==> src/design/stk_pkg.sv <==
// Shared types and constants for the source tokenizer stream.
package stk_pkg;

    localparam int LEN_BITS  = 16;
    localparam int POS_BITS  = 32;
    localparam int RES_SLOTS = 3;

    typedef logic [LEN_BITS-1:0] len_t;
    typedef logic [POS_BITS-1:0] pos_t;
    typedef logic [1:0]          res_cnt_t;

    typedef enum logic [2:0] {
        KIND_END      = 3'd0,
        KIND_NEWLINE  = 3'd1,
        KIND_COMMENT  = 3'd2,
        KIND_DONTCARE = 3'd3,
        KIND_LITERAL  = 3'd4,
        KIND_SYMBOL   = 3'd5,
        KIND_INTEGER  = 3'd6,
        KIND_INVALID  = 3'd7
    } kind_t;

    typedef enum logic [2:0] {
        MODE_IDLE,
        MODE_SYMBOL,
        MODE_LITERAL,
        MODE_COMMENT,
        MODE_SLASH,
        MODE_RUN,
        MODE_RUNSLASH
    } mode_t;

    typedef struct packed {
        kind_t kind;
        pos_t  start_pos;
        len_t  length;
        logic  dir_end;
        logic  last;
    } result_t;

    typedef struct packed {
        mode_t mode;
        logic  dmode;
        kind_t open_kind;
        len_t  open_len;
        pos_t  open_start;
        logic  hash_pend;
        pos_t  position;
    } scan_state_t;

    localparam scan_state_t SCAN_RESET = '{
        mode:       MODE_IDLE,
        dmode:      1'b0,
        open_kind:  KIND_END,
        open_len:   '0,
        open_start: '0,
        hash_pend:  1'b0,
        position:   '0
    };

endpackage

==> src/design/source_tokenizer_stream.sv <==
// Top level of the streaming source tokenizer: input register, scanner state, result buffer.
//
//  channel | ports                                         | direction
//  --------+-----------------------------------------------+----------
//  input   | s_valid s_ready s_ch s_is_final               | in
//  result  | m_valid m_ready m_kind m_start_pos m_length   | out
//          | m_directive_end m_last_of_run                 |
//
// A byte is registered, scanned combinationally and its tokens (0 to 3) land in the
// result buffer; one byte per cycle is sustained while each byte yields at most one token and m_ready is high.
// A byte yielding more than one token holds the scanner while the buffer drains.
// An input byte passes the input register, then the result buffer, before its first result is offered.
// Synchronous active-low reset clears the scanner; no clearing pass.
// A stalled result side backs up into s_ready once the buffer and input register fill.
module source_tokenizer_stream import stk_pkg::*; (
    input  logic        aclk,
    input  logic        aresetn,
    input  logic        s_valid,
    output logic        s_ready,
    input  logic [7:0]  s_ch,
    input  logic        s_is_final,
    output logic        m_valid,
    input  logic        m_ready,
    output logic [2:0]  m_kind,
    output logic [31:0] m_start_pos,
    output logic [15:0] m_length,
    output logic        m_directive_end,
    output logic        m_last_of_run
);

    logic                    in_valid_reg;
    logic [7:0]              ch_reg;
    logic                    fin_reg;
    scan_state_t             state_reg;
    scan_state_t             state_next;
    result_t [RES_SLOTS-1:0] step_res;
    res_cnt_t                step_cnt;
    logic                    can_load;
    logic                    fire;
    logic                    load;

    assign fire    = in_valid_reg && ((step_cnt == '0) || can_load);
    assign load    = fire && (step_cnt != '0);
    assign s_ready = !in_valid_reg || fire;

    always_ff @(posedge aclk) begin
        if (!aresetn) begin
            in_valid_reg <= 1'b0;
        end else if (s_ready) begin
            in_valid_reg <= s_valid;
        end
    end

    always_ff @(posedge aclk) begin
        if (s_valid && s_ready) begin
            ch_reg  <= s_ch;
            fin_reg <= s_is_final;
        end
    end

    always_ff @(posedge aclk) begin
        if (!aresetn) begin
            state_reg <= SCAN_RESET;
        end else if (fire) begin
            state_reg <= state_next;
        end
    end

    stk_step u_step (
        .state_i  (state_reg),
        .ch       (ch_reg),
        .is_final (fin_reg),
        .state_o  (state_next),
        .res      (step_res),
        .res_cnt  (step_cnt)
    );

    stk_outbuf u_outbuf (
        .aclk            (aclk),
        .aresetn         (aresetn),
        .load            (load),
        .load_res        (step_res),
        .load_cnt        (step_cnt),
        .can_load        (can_load),
        .m_valid         (m_valid),
        .m_ready         (m_ready),
        .m_kind          (m_kind),
        .m_start_pos     (m_start_pos),
        .m_length        (m_length),
        .m_directive_end (m_directive_end),
        .m_last_of_run   (m_last_of_run)
    );

    // end token always closes the run of its byte
    a_end_is_last: assert property (@(posedge aclk) disable iff (!aresetn)
        (m_valid && (m_kind == KIND_END)) |-> m_last_of_run)
        else $error("end token without last_of_run");

    // only a newline can close directive mode
    a_dend_newline: assert property (@(posedge aclk) disable iff (!aresetn)
        (m_valid && m_directive_end) |-> (m_kind == KIND_NEWLINE))
        else $error("directive_end on non-newline token");

    // a final byte restarts offsets at zero
    a_final_restart: assert property (@(posedge aclk) disable iff (!aresetn)
        (fire && fin_reg) |=> ((state_reg.position == '0) && (state_reg.mode == MODE_IDLE)))
        else $error("scanner not restarted after final byte");

    // a final byte always produces at least the end token
    a_final_emits: assert property (@(posedge aclk) disable iff (!aresetn)
        (in_valid_reg && fin_reg) |-> (step_cnt != '0))
        else $error("final byte without end token");

endmodule

==> src/design/stk_step.sv <==
// Combinational scan step: one byte against the scanner state, up to three tokens out.
module stk_step import stk_pkg::*; (
    input  scan_state_t                 state_i,
    input  logic [7:0]                  ch,
    input  logic                        is_final,
    output scan_state_t                 state_o,
    output result_t [RES_SLOTS-1:0]     res,
    output res_cnt_t                    res_cnt
);

    localparam logic [7:0] CH_NL    = 8'h0A;
    localparam logic [7:0] CH_HASH  = 8'h23;
    localparam logic [7:0] CH_QUOTE = 8'h22;
    localparam logic [7:0] CH_UNDER = 8'h5F;
    localparam logic [7:0] CH_DOT   = 8'h2E;
    localparam logic [7:0] CH_SLASH = 8'h2F;
    localparam logic [7:0] CH_GT    = 8'h3E;
    localparam len_t       LEN_TWO  = len_t'(2);

    function automatic logic is_blank(input logic [7:0] c);
        return c inside {8'h20, 8'h09, 8'h0B, 8'h0C, 8'h0D};
    endfunction

    function automatic logic is_digit(input logic [7:0] c);
        return (c >= 8'h30) && (c <= 8'h39);
    endfunction

    function automatic logic sym_first(input logic [7:0] c);
        return c[7] || ((c >= 8'h61) && (c <= 8'h7A)) || ((c >= 8'h41) && (c <= 8'h5A))
            || (c == CH_UNDER);
    endfunction

    function automatic logic sym_rest(input logic [7:0] c);
        return sym_first(c) || is_digit(c);
    endfunction

    function automatic logic run_byte(input logic [7:0] c);
        return is_digit(c) || (c inside {8'h2B, 8'h2D, 8'h2A, 8'h2F, 8'h2C, 8'h3B, 8'h25,
            8'h3E, 8'h3C, 8'h3D, 8'h28, 8'h29, 8'h5B, 8'h5D, 8'h7B, 8'h7D});
    endfunction

    function automatic len_t sat_inc(input len_t v);
        return (v == '1) ? v : v + len_t'(1);
    endfunction

    function automatic result_t mk(input kind_t k, input pos_t s, input len_t l, input logic d);
        result_t r;
        r.kind      = k;
        r.start_pos = s;
        r.length    = l;
        r.dir_end   = d;
        r.last      = 1'b0;
        return r;
    endfunction

    scan_state_t s;
    result_t     cand [4];
    logic [3:0]  cv;
    logic        disp;
    logic        run;
    res_cnt_t    n;
    pos_t        pos;

    always_comb begin
        s    = state_i;
        pos  = state_i.position;
        cv   = '0;
        disp = 1'b0;
        run  = 1'b0;
        for (int i = 0; i < 4; i++) begin
            cand[i] = '0;
        end

        // continue or close the open token
        case (s.mode)
            MODE_SYMBOL: begin
                if (sym_rest(ch) || (s.dmode && (ch == CH_DOT || ch == CH_SLASH))) begin
                    s.open_len = sat_inc(s.open_len);
                end else begin
                    cv[0]   = 1'b1;
                    cand[0] = mk(s.open_kind, s.open_start, s.open_len, 1'b0);
                    s.mode  = MODE_IDLE;
                    disp    = 1'b1;
                end
            end
            MODE_LITERAL: begin
                if (ch == CH_QUOTE) begin
                    s.open_len = sat_inc(s.open_len);
                    cv[0]      = 1'b1;
                    cand[0]    = mk(s.open_kind, s.open_start, s.open_len, 1'b0);
                    s.mode     = MODE_IDLE;
                end else if (ch == CH_NL) begin
                    cv[0]   = 1'b1;
                    cand[0] = mk(s.open_kind, s.open_start, s.open_len, 1'b0);
                    s.mode  = MODE_IDLE;
                    disp    = 1'b1;
                end else begin
                    s.open_len = sat_inc(s.open_len);
                end
            end
            MODE_COMMENT: begin
                if (ch == CH_NL) begin
                    cv[0]   = 1'b1;
                    cand[0] = mk(s.open_kind, s.open_start, s.open_len, 1'b0);
                    s.mode  = MODE_IDLE;
                    disp    = 1'b1;
                end else begin
                    s.open_len = sat_inc(s.open_len);
                end
            end
            MODE_SLASH: begin
                if (ch == CH_SLASH) begin
                    s.open_len  = sat_inc(s.open_len);
                    s.open_kind = KIND_COMMENT;
                    s.mode      = MODE_COMMENT;
                end else begin
                    s.mode = MODE_RUN;
                    run    = 1'b1;
                end
            end
            MODE_RUN: begin
                run = 1'b1;
            end
            MODE_RUNSLASH: begin
                if (ch == CH_SLASH) begin
                    // run ends before a line comment
                    cv[0]        = 1'b1;
                    cand[0]      = mk(s.open_kind, s.open_start, s.open_len, 1'b0);
                    s.open_start = pos - pos_t'(1);
                    s.open_len   = LEN_TWO;
                    s.open_kind  = KIND_COMMENT;
                    s.mode       = MODE_COMMENT;
                end else begin
                    s.open_len = sat_inc(s.open_len);
                    s.mode     = MODE_RUN;
                    run        = 1'b1;
                end
            end
            default: begin
                s.mode = MODE_IDLE;
                disp   = 1'b1;
            end
        endcase

        if (run) begin
            if (ch == CH_SLASH) begin
                s.mode = MODE_RUNSLASH;
            end else if (run_byte(ch)) begin
                s.open_len = sat_inc(s.open_len);
            end else begin
                cv[0]   = 1'b1;
                cand[0] = mk(s.open_kind, s.open_start, s.open_len, 1'b0);
                s.mode  = MODE_IDLE;
                disp    = 1'b1;
            end
        end

        // start a new token
        if (disp && !is_blank(ch)) begin
            if (ch == CH_HASH) begin
                if (!s.hash_pend) begin
                    s.open_start = pos;
                    s.open_len   = '0;
                end
                s.open_len  = sat_inc(s.open_len);
                s.hash_pend = 1'b1;
                s.dmode     = 1'b1;
            end else begin
                if (!s.hash_pend) begin
                    s.open_start = pos;
                    s.open_len   = '0;
                end
                s.hash_pend = 1'b0;
                s.open_len  = sat_inc(s.open_len);
                if (ch == CH_NL) begin
                    cv[1]   = 1'b1;
                    cand[1] = mk(KIND_NEWLINE, s.open_start, s.open_len, s.dmode);
                    s.dmode = 1'b0;
                end else if (ch == CH_SLASH) begin
                    s.open_kind = KIND_DONTCARE;
                    s.mode      = MODE_SLASH;
                end else if (s.dmode && (ch == CH_GT || ch == CH_QUOTE)) begin
                    cv[1]   = 1'b1;
                    cand[1] = mk(KIND_DONTCARE, s.open_start, s.open_len, 1'b0);
                end else if (ch == CH_QUOTE) begin
                    s.open_kind = KIND_LITERAL;
                    s.mode      = MODE_LITERAL;
                end else if (sym_first(ch)) begin
                    s.open_kind = KIND_SYMBOL;
                    s.mode      = MODE_SYMBOL;
                end else if (run_byte(ch)) begin
                    s.open_kind = is_digit(ch) ? KIND_INTEGER : KIND_DONTCARE;
                    s.mode      = MODE_RUN;
                end else begin
                    cv[1]   = 1'b1;
                    cand[1] = mk(KIND_INVALID, s.open_start, s.open_len, 1'b0);
                end
            end
        end

        s.position = pos + pos_t'(1);

        // end of content: flush, end token, back to reset
        if (is_final) begin
            if (s.mode == MODE_RUNSLASH) begin
                s.open_len = sat_inc(s.open_len);
            end
            if (s.mode != MODE_IDLE) begin
                cv[2]   = 1'b1;
                cand[2] = mk(s.open_kind, s.open_start, s.open_len, 1'b0);
            end
            cv[3] = 1'b1;
            if (s.hash_pend) begin
                cand[3] = mk(KIND_END, s.open_start, s.open_len, 1'b0);
            end else begin
                cand[3] = mk(KIND_END, s.position, '0, 1'b0);
            end
            s = SCAN_RESET;
        end

        // pack in order
        n   = '0;
        res = '0;
        for (int i = 0; i < 4; i++) begin
            if (cv[i] && (n != 2'd3)) begin
                res[n] = cand[i];
                n      = n + 2'd1;
            end
        end
        if (n != '0) begin
            res[n - 2'd1].last = 1'b1;
        end

        state_o = s;
        res_cnt = n;
    end

endmodule

==> src/design/stk_outbuf.sv <==
// Three-slot result buffer that drains one token per transaction.
module stk_outbuf import stk_pkg::*; (
    input  logic                    aclk,
    input  logic                    aresetn,
    input  logic                    load,
    input  result_t [RES_SLOTS-1:0] load_res,
    input  res_cnt_t                load_cnt,
    output logic                    can_load,
    output logic                    m_valid,
    input  logic                    m_ready,
    output logic [2:0]              m_kind,
    output logic [31:0]             m_start_pos,
    output logic [15:0]             m_length,
    output logic                    m_directive_end,
    output logic                    m_last_of_run
);

    result_t [RES_SLOTS-1:0] slots_reg;
    res_cnt_t                cnt_reg;
    logic                    take;

    assign take     = (cnt_reg != '0) && m_ready;
    assign can_load = (cnt_reg == '0) || ((cnt_reg == res_cnt_t'(1)) && m_ready);

    always_ff @(posedge aclk) begin
        if (!aresetn) begin
            cnt_reg <= '0;
        end else if (load) begin
            cnt_reg <= load_cnt;
        end else if (take) begin
            cnt_reg <= cnt_reg - res_cnt_t'(1);
        end
    end

    always_ff @(posedge aclk) begin
        if (load) begin
            slots_reg <= load_res;
        end else if (take) begin
            slots_reg[0] <= slots_reg[1];
            slots_reg[1] <= slots_reg[2];
        end
    end

    assign m_valid         = (cnt_reg != '0);
    assign m_kind          = slots_reg[0].kind;
    assign m_start_pos     = slots_reg[0].start_pos;
    assign m_length        = slots_reg[0].length;
    assign m_directive_end = slots_reg[0].dir_end;
    assign m_last_of_run   = slots_reg[0].last;

endmodule
==> config.mk <==
export PLATFORM = sky130hd
export DESIGN_NAME = source_tokenizer_stream
export DESIGN_NICKNAME = d
export VERILOG_FILES = /design/src/design/stk_pkg.sv /design/src/design/source_tokenizer_stream.sv /design/src/design/stk_step.sv /design/src/design/stk_outbuf.sv
export SDC_FILE = /design/constraint.sdc
export NUM_CORES = 1
export LEC_CHECK = 0
export BUFFER_PORTS_ARGS = -buffer_cell sky130_fd_sc_hd__buf_2
export CAP_MARGIN = 20
export CORE_MARGIN = 2
export CORE_UTILIZATION = 40
export CTS_CLUSTER_DIAMETER = 40
export DETAILED_ROUTE_END_ITERATION = 8
export REMOVE_ABC_BUFFERS = 1
export SLEW_MARGIN = 20
export SYNTH_ARGS = -nofsm -noshare
export SYNTH_HDL_FRONTEND = slang
export SYNTH_SLANG_ARGS = --single-unit
==> constraint.sdc <==
create_clock -name aclk -period 9.85 [get_ports aclk]
set_input_delay 0.4925 -clock aclk [delete_from_list [all_inputs] [get_ports aclk]]
set_output_delay 0.4925 -clock aclk [all_outputs]
set_load 0.02 [all_outputs]
==> results_dict.tcl <==
set metrics [dict create \
    outcome "finished clean" \
    syn-cell-area_um2 21000 \
    start_kind "flop" \
    root_buffer "clkbuf_16" \
    skew_ns 0.0383 \
    dp_hpwl_mm 52.4 \
    ys_warn_count 0 \
    synth-edff-count 167 \
    clock-sinks 258 \
    antenna_found_initial 0 \
    grt_overflow_total 0 \
    synth_top_area_share_pct 23.9 \
    drt.antenna.violating_nets 0 \
    drt_iter0_drc 2522 \
    io_pins 68 \
    dr.pass1.iters 6 \
    yosysTopAreaCell "edfxtp_1" \
    final_nets 2589 \
    cts_resized 0 \
    max_slew_margin_pct 28.4 \
    fin_hold_ws_ns 0.0727 \
    cts_buffers 53 \
    cts-htree-levels 2 \
    power.density_nw_per_um2 185 \
    antenna_cells 0 \
    setup_slack_ns 1.11 \
    seq_area_frac_synth_pct 32.6 \
    coreArea_um2 51600 \
    cp-endpoint "u_outbuf.slots_reg[64]" \
    place_area_um2 21300 \
    r2r_start "state_reg[65]" \
    area_delta_synth_final_pct 10.5 \
    worst_hold_path_type "in2reg" \
    p_int_uw 2830 \
    r2r_setup_slack_ns 1.11 \
    fin_crit_ns 8.74 \
    critPathCaptureType "flop" \
    postLayoutCellArea_um2 23200 \
    grt_pass1_wl_mm 119 \
    path_clk_slew_ns 0.05 \
    stdcell_count 3286 \
    comb_power_share_pct 22.1 \
    synth.avg_cell_area_um2 7.85 \
    rsz0062_at_grt "no" \
    die_h_um 233 \
    synth_flop_cell "edfxtp_1" \
    maxCapViolations 0 \
    path_class "reg2reg" \
    fillerInstances 5084 \
    grt_pass1_vias 19400 \
    final_common_cell "nand2_1" \
    die_area_um2 54300 \
    place_inst 3186 \
    setup_violations 0 \
    syn-instance-count 2672 \
    clk_path_buf_depth 3 \
    synthTopCellsByArea "edfxtp_1 (24%), dfxtp_1 (8.7%), nand2_1 (5.5%), o21ai_0 (5.2%), a21oi_1 (4.4%)" \
    p_switching_uw 1450 \
    tightest_slew_ns 1.06 \
    cp.required_ns 10.20 \
    cts_tree "built" \
    timing.final.crit_share_pct 88.8 \
    start_util_pct 40.6 \
    synth_seq_cells 258 \
    p_leak_uw 0.00799 \
    clock_latency_ns 0.63 \
    synthArstFlopShare_pct 0 \
    grt_max_degree 110 \
    timing.rr.end "u_outbuf.slots_reg[64]" \
    p_seq_share_pct 33.9 \
    vias 21000 \
    track_usage_pct 28.2 \
    wl_per_cell_um 23.9 \
    yosys.cell_types.count 118 \
    die_x_um 233 \
    switching_share_pct 33.9 \
    drive_gt1_share_pct 11.6 \
    cp.arrival_ns 9.10 \
    hold_violations 0 \
    port_buffers 67 \
    wirelength_mm 78.5 \
    cts_setup_buffers 0 \
    critical_path.max_stage_delay_ns 0.79 \
    cpMostUsedCell "ha_1" \
    final_cell_mix "nand2_1 (305), nor2_1 (231), o21ai_0 (217)" \
    viasPerCell 6.38 \
    largest_reg_flops 105 \
    finalMaxSlewViolations 0 \
    rows 83 \
    r2r_cells 29 \
    p_clk_share_pct 43.9 \
    ctsHoldBuffers 0 \
    cp-startpoint "state_reg[65]" \
    dpl_worst_slack_ns 1.40 \
    max-vdd-ir-drop_uv 269 \
    slowest_stage "nor3_1" \
    drc_errors 0 \
    max_freq_mhz 114 \
    place_congestion 0.980 \
    cp_max_fo 12 \
]
metrics by stage:
stage | utilization [%] | TNS [ns] | total power, uW
CTS | 44.9 | 0 | 4300
global route | 44.9 | 0 | 4450
detailed placement | 41.3 | 0 | 2410
finish | 44.9 | 0 | 4280
floorplan | - | -173.81 | 2050
global placement | 41.3 | 0 | 2400
synth_stat cells, types with 10 or more instances:
| cell | number |
|---|---|
| nand2_1 | 308 |
| nor2_1 | 233 |
| o21ai_0 | 217 |
| clkbuf_1 | 194 |
| a21oi_1 | 183 |
| edfxtp_1 | 167 |
| nor3_1 | 115 |
| dfxtp_1 | 91 |
| nand3_1 | 75 |
| nor2b_1 | 74 |
| buf_4 | 58 |
| and2_1 | 52 |
| mux2i_1 | 51 |
| and3_1 | 47 |
| o211ai_1 | 45 |
| a31oi_1 | 44 |
| o22ai_1 | 43 |
| xor2_1 | 42 |
| xnor2_1 | 41 |
| a211oi_1 | 37 |
| inv_1 | 37 |
| a21o_1 | 34 |
| a221oi_1 | 31 |
| nand4_1 | 24 |
| or3_1 | 22 |
| a222oi_1 | 21 |
| nor4_1 | 19 |
| buf_2 | 17 |
| o21ai_1 | 17 |
| ha_1 | 15 |
| o21a_1 | 14 |
| a21boi_0 | 12 |
| a22oi_1 | 12 |
| buf_1 | 12 |
| nand2b_1 | 12 |
| or2_2 | 12 |
| or4_1 | 12 |
| nand3b_1 | 11 |
| o31ai_1 | 11 |
| a311oi_1 | 10 |
| o221ai_1 | 10 |
worst min-delay path by stage:
stage                                  from                 endpoint  depth (start not counted)
floorplan           u_outbuf.slots_reg[156]  u_outbuf.slots_reg[103]                          2
global placement    u_outbuf.slots_reg[135]   u_outbuf.slots_reg[82]                          2
detailed placement  u_outbuf.slots_reg[145]   u_outbuf.slots_reg[92]                          1
CTS                                 s_ch[2]                ch_reg[2]                          1
global route                        s_ch[2]                ch_reg[2]                          1
finish                              s_ch[4]                ch_reg[4]                          1
final cells by class:
cell class / instances / area (um2) / area share, %
Tap cell: 680 / 851 / 3.67
Inverter: 41 / 155 / 0.670
Clock buffer: 56 / 1350 / 5.82
Multi-Input combinational cell: 2090 / 12700 / 55.0
Sequential cell: 258 / 6840 / 29.5
Timing Repair Buffer: 117 / 723 / 3.12
Clock inverter: 44 / 515 / 2.23
power groups by stage:
stage                     registers [uW]  clock network, uW  logic [uW]
after floorplan                     1550                  0         495
after global placement              1470                  0         931
after detailed placement            1470                  0         940
after CTS                           1450               1910         945
after global routing                1470               1950        1030
final                               1450               1880         947
routing by layer:
metal,GRT usage (%),wire (um),vias up,share of wire (%)
met5,0,0,-,0
met4,9.00,2170,0,2.8
met3,4.91,6910,156,8.8
met2,41.5,33300,1044,42
met1,41.5,36100,10100,46
li1,-,-,9706,-
cell families after synthesis:
logic type / Yosys count / share of synthesized area [%]
buf+inv: 324 / 6.95
fa+ha+maj: 15 / 0.895
flops: 258 / 32.6
compound gates: 859 / 27.3
xor+xnor: 83 / 3.47
simple gates: 1075 / 26.0
mux: 58 / 2.81
critical path: cells and delay by family, from the launching register on:
| kind | cells | cell delay, ns |
|---|---|---|
| multiplexers | 2 | 0.67 |
| buffers and inverters | 2 | 0.28 |
| adder cells (fa/ha/maj) | 4 | 1.21 |
| AO/OA/AOI/OAI | 10 | 3.12 |
| flip-flops | 1 | 0.59 |
| AND/OR/NAND/NOR | 11 | 2.62 |
Note: power is estimated with default switching activity, not from simulation.
